$ cat config.mk
export PLATFORM = sky130hd
export DESIGN_NAME = smpq_cell
export DESIGN_NICKNAME = d
export VERILOG_FILES = /design/src/rtl/smpq_pkg.sv /design/src/rtl/smpq_cell.sv
export SDC_FILE = /design/constraint.sdc
export NUM_CORES = 1
export LEC_CHECK = 0
export ABC_CLOCK_PERIOD_IN_PS = 2600
export BUFFER_PORTS_ARGS = -buffer_cell sky130_fd_sc_hd__buf_2
export CAP_MARGIN = 20
export CORE_ASPECT_RATIO = 1.25
export CORE_MARGIN = 1.5
export CORE_UTILIZATION = 40
export DETAILED_ROUTE_END_ITERATION = 7
export HOLD_SLACK_MARGIN = 0.05
export MAX_ROUTING_LAYER = met4
export PLACE_DENSITY = 0.77
export SLEW_MARGIN = 20
export SYNTH_ARGS = -nofsm -noshare
export SYNTH_HDL_FRONTEND = slang
export SYNTH_SLANG_ARGS = --single-unit
$ cat constraint.sdc
create_clock -name clk_i -period 2.6 [get_ports clk_i]
set_input_delay 0.13 -clock clk_i [delete_from_list [all_inputs] [get_ports clk_i]]
set_output_delay 0.13 -clock clk_i [all_outputs]
set_load 0.005 [all_outputs]
$ cat src/rtl/smpq_pkg.sv
// Shared types and constants for the sorted minimum priority queue.
package smpq_pkg;

  localparam int unsigned WeightW = 31;
  localparam int unsigned TagW    = 9;
  localparam int unsigned OccW    = 9;

  localparam logic CmdInsert = 1'b0;
  localparam logic CmdPop    = 1'b1;

  typedef enum logic [1:0] {
    StInserted = 2'd0,
    StPopped   = 2'd1,
    StEmptyPop = 2'd2,
    StFullDrop = 2'd3
  } status_e;

  typedef struct packed {
    logic [WeightW-1:0] weight;
    logic [TagW-1:0]    tag;
  } entry_t;

  typedef struct packed {
    logic               insert;
    logic               pop;
    logic [WeightW-1:0] weight;
    logic [TagW-1:0]    tag;
  } ctrl_t;

endpackage

$ cat src/rtl/smpq_cell.sv
// One slot of the sorted chain: holds an entry and shifts it left or right on command.
module smpq_cell import smpq_pkg::*; (
  input  logic   clk_i,
  input  ctrl_t  ctrl_i,
  input  logic   occupied_i,
  input  logic   prev_ge_i,
  input  entry_t prev_entry_i,
  input  entry_t next_entry_i,
  output logic   ge_o,
  output entry_t entry_o
);

  entry_t entry_q, entry_d;

  // The new entry goes ahead of every held entry whose weight is not less than its own.
  assign ge_o = !occupied_i || (entry_q.weight >= ctrl_i.weight);

  always_comb begin
    entry_d = entry_q;
    priority if (ctrl_i.insert) begin
      if (ge_o) begin
        if (prev_ge_i) begin
          entry_d = prev_entry_i;
        end else begin
          entry_d.weight = ctrl_i.weight;
          entry_d.tag    = ctrl_i.tag;
        end
      end
    end else if (ctrl_i.pop) begin
      entry_d = next_entry_i;
    end
  end

  always_ff @(posedge clk_i) begin
    entry_q <= entry_d;
  end

  assign entry_o = entry_q;

endmodule

==> impl_results.rst <==
.. list-table::
   :header-rows: 1

   * - Metric
     - Value
   * - Initial DRC count
     - 72
   * - Total number of nets in the final design
     - 607
   * - Tightest Pin Transition
     - between 0.6 and 0.7 ns
   * - Ports placed on the boundary
     - between 150 and 200
   * - Worst Path Buf+Inv
     - 1
   * - Category of the worst setup path launch point
     - register
   * - Share of post-route cells with drive strength above 1
     - 0.396
   * - Power density normalized to cell area
     - about 470 nW/µm²
   * - Met2 layer wire length in the routed design
     - about 3700 µm
   * - Post-Layout Cell Count
     - 542
   * - Top post-synthesis cells by area
     - edfxtp_1 (43%), mux2i_1 (14%), ha_1 (14%), a21oi_1 (9.6%), nor2_1 (5.5%)
   * - Worst EP required
     - approximately 2.6 ns
   * - Worst min-delay path category
     - in2reg
   * - Crit-path max FO
     - 17
   * - Setup slack on the worst flop-to-flop path
     - roughly 0.14 ns
   * - Remaining max-slew budget at the tightest pin
     - 0.587
   * - Part of the Yosys area used for sequential elements
     - 0.427
   * - Overall fraction of global-route tracks in use
     - 0.194
   * - Vias post-DR
     - 2657
   * - Number of maximum-capacitance violations
     - 0
   * - Area growth from synthesis to layout
     - 37.3%
   * - Crit path capture type
     - register
   * - Number of vias per cell
     - approximately 4.9
   * - Final Routed Wirelength
     - between 7000 and 8000 µm
   * - Antenna diode count
     - 0
   * - Category of cells accounting for the largest share of critical-path delay
     - simple AND/OR/NAND/NOR gates
   * - Insertion delay of the later-clocked pin in the worst-skew pair
     - between 0.2 and 0.3 ns
   * - Final slew viol count
     - 0
   * - Number of search-and-repair iterations in the first detailed-routing pass
     - 4
   * - Total global routing overflow
     - 0
   * - Initial antenna violation count
     - 0
   * - Highest routing layer actually used
     - met4
   * - Total half-perimeter wirelength after legalization and detailed placement
     - approximately 5800 µm
   * - Final setup violating endpoints
     - 0
   * - Maximum number of pins on one net before global-route repair
     - 45
   * - Hold violation total from the final report
     - 0
   * - Number of placement rows
     - 34
   * - Setup Total Neg Slack
     - 0 ns
   * - Number of instances in the synthesized netlist
     - between 200 and 300
   * - Ys Warns
     - 0
   * - WP data arrival
     - approximately 2.4 ns
   * - Tcrit/Tclk final
     - 0.945
   * - Post-Syn Area
     - around 2800 µm²
   * - Initial Utilization
     - 0.408
   * - Routability-driven placement congestion ratio
     - 0.821
   * - Core Footprint
     - just under 7000 µm²
   * - Primary FF master, synth
     - edfxtp_1
   * - Syn Area/Cell
     - about 10 µm²
   * - Routed met3 length
     - 362 µm
   * - Cell area after layout
     - 3860 µm²
   * - Number of buffers added by the clock tree synthesis step
     - 5
   * - Count of input and output buffers
     - between 150 and 200
   * - Distinct cell type count after synthesis
     - 27
   * - Clock transition time at the flip-flop clock pins of the worst setup and hold paths
     - roughly 0.080 ns
   * - Highest attainable clock frequency
     - between 400 and 500 MHz
   * - Ordered cell list for the critical path
     - ha_1, nand4_1, nor4_2, o21ai_1, a31oi_2, o22a_2, buf_4
   * - Startpoint-to-endpoint class of the critical path
     - reg2reg
   * - TritonCTS clock tree
     - built
   * - Setup skew after layout
     - a little over 0.01 ns
   * - Post-synth net total
     - around 450
   * - Worst hold slack across all endpoints
     - around 0.16 ns
   * - Max Root-Sink Buffers
     - 2
   * - Residual DRC count
     - 0
   * - Number of register bits inferred by synthesis
     - 40
   * - Largest voltage drop on the vdd net
     - 0.000341 V
   * - Leakage dissipation
     - approximately 2.0 nW
   * - ANT nets after route
     - 0
   * - First-pass GRT wire length
     - 11400 µm
   * - Die outline height
     - 96.8 µm
   * - RSZ-0062 raised after global routing
     - false
   * - Area share of the largest cell type after synthesis
     - 0.427
   * - Shortest period the worst path allows
     - 2.46 ns
   * - Outcome
     - complete, no violations
   * - Die ar.
     - about 7600 µm²
   * - Cell count after placement
     - approximately 530
   * - Vias in the first global route
     - between 2000 and 3000
   * - Placed instance area
     - roughly 3800 µm²
   * - Overall die width
     - 78.0 µm
   * - Synth cell count leaders
     - a21oi_1 (54), nor2_1 (41), edfxtp_1 (40), mux2i_1 (40), inv_1 (33)
   * - Post-synth EDFFs
     - 40
   * - Post-CTS Hold Fix Bufs
     - 0
   * - Clock Sink Count
     - 40
   * - Flip-flop count of the largest register after layout
     - 40
   * - Worst stage delay on the critical path
     - between 0.4 and 0.5 ns
   * - Met1 wire length
     - ~2800 µm
   * - Share of async-settable or async-resettable flops after synthesis
     - 0
   * - Area leader, netlist
     - edfxtp_1
   * - # H-tree levels
     - 2
   * - Crit path max-delay cell type
     - edfxtp_1
   * - Clock root buffer
     - clkbuf_8
   * - DR WL/cell
     - approximately 13 µm
   * - Most frequent cell after synthesis
     - a21oi_1
## cells in the final DEF (no fill, tap or decap), types with 2 or more instances in the layout
cell type    n
nor2_1      41
o21ai_0      5
buf_12       2
nand2_1      8
ha_1        31
inv_1       33
clkinv_1     2
buf_4        2
a21oi_1     54
mux2i_1     40
buf_2      165
nand4_1      7
a21o_1       2
edfxtp_1    40
clkbuf_8     5
## repair_timing
| item | CTS | global route |
|---|---|---|
| endpoints found under the hold margin | 0 | 0 |
| resized for setup | 0 | 1 |
| setup endpoints to repair | 0 | 17 |
| setup buffers | 0 | 0 |
## layout make-up
cell class,count,area (µm²)
Tap cell,90,113
Timing Repair Buffer,169,881
Inverter,33,124
Clock inverter,3,37.5
Multi-Input combinational cell,202,1440
Clock buffer,5,68.8
Fill cell,634,3030
Sequential cell,40,1200
## worst paths after layout
path / startpoint / endpoint / cells after the start
worst max-delay path: entry_o[29] / entry_o[36] / 7
worst min-delay path: next_entry_i[13] / entry_o[13] / 3
worst max register to register: entry_o[29] / entry_o[36] / 7
worst min register to register: entry_o[39] / entry_o[27] / 7
## power by group
part	switching, mW	internal, mW	leakage (nW)	total, mW
sequential	0.0295	0.799	0.393	0.828
clock	0.209	0.280	0.0532	0.488
combinational	0.254	0.243	1.54	0.497
total	0.492	1.32	1.98	1.81
## kinds of logic (layout without fill, tap and decap cells)
| logic type | count (synthesis) | count (layout) | synth area share |
|---|---|---|---|
| AO/OA/AOI/OAI | 67 | 67 | 0.127 |
| AND/OR/NAND/NOR | 64 | 64 | 0.101 |
| buffers and inverters | 47 | 210 | 0.0645 |
| multiplexers | 40 | 40 | 0.142 |
| flip-flops | 40 | 40 | 0.427 |
| adder cells (fa/ha/maj) | 31 | 31 | 0.138 |
## tightest hold or removal path, cell delays in order
cell,delay [ns]
buf_2,0.08
nor2_1,0.03
a21oi_1,0.09
## metrics by stage
step	power, mW	setup WS, ns	util
3_3_place_gp	1.33	0.346	0.544
4_1_cts	1.84	0.103	0.560
6_report	1.81	0.143	0.561
3_5_place_dp	1.34	0.110	0.544
2_1_floorplan	1.10	0.190	-
5_1_grt	1.93	0.00668	0.561
## metal layers
metal	vias to the layer above	global-route usage
li1	1370	-
met1	1170	0.208
met2	96	0.346
met3	21	0.0292
met4	0	0.0879
met5	-	-
Note: power is estimated with default switching activity, not from simulation.
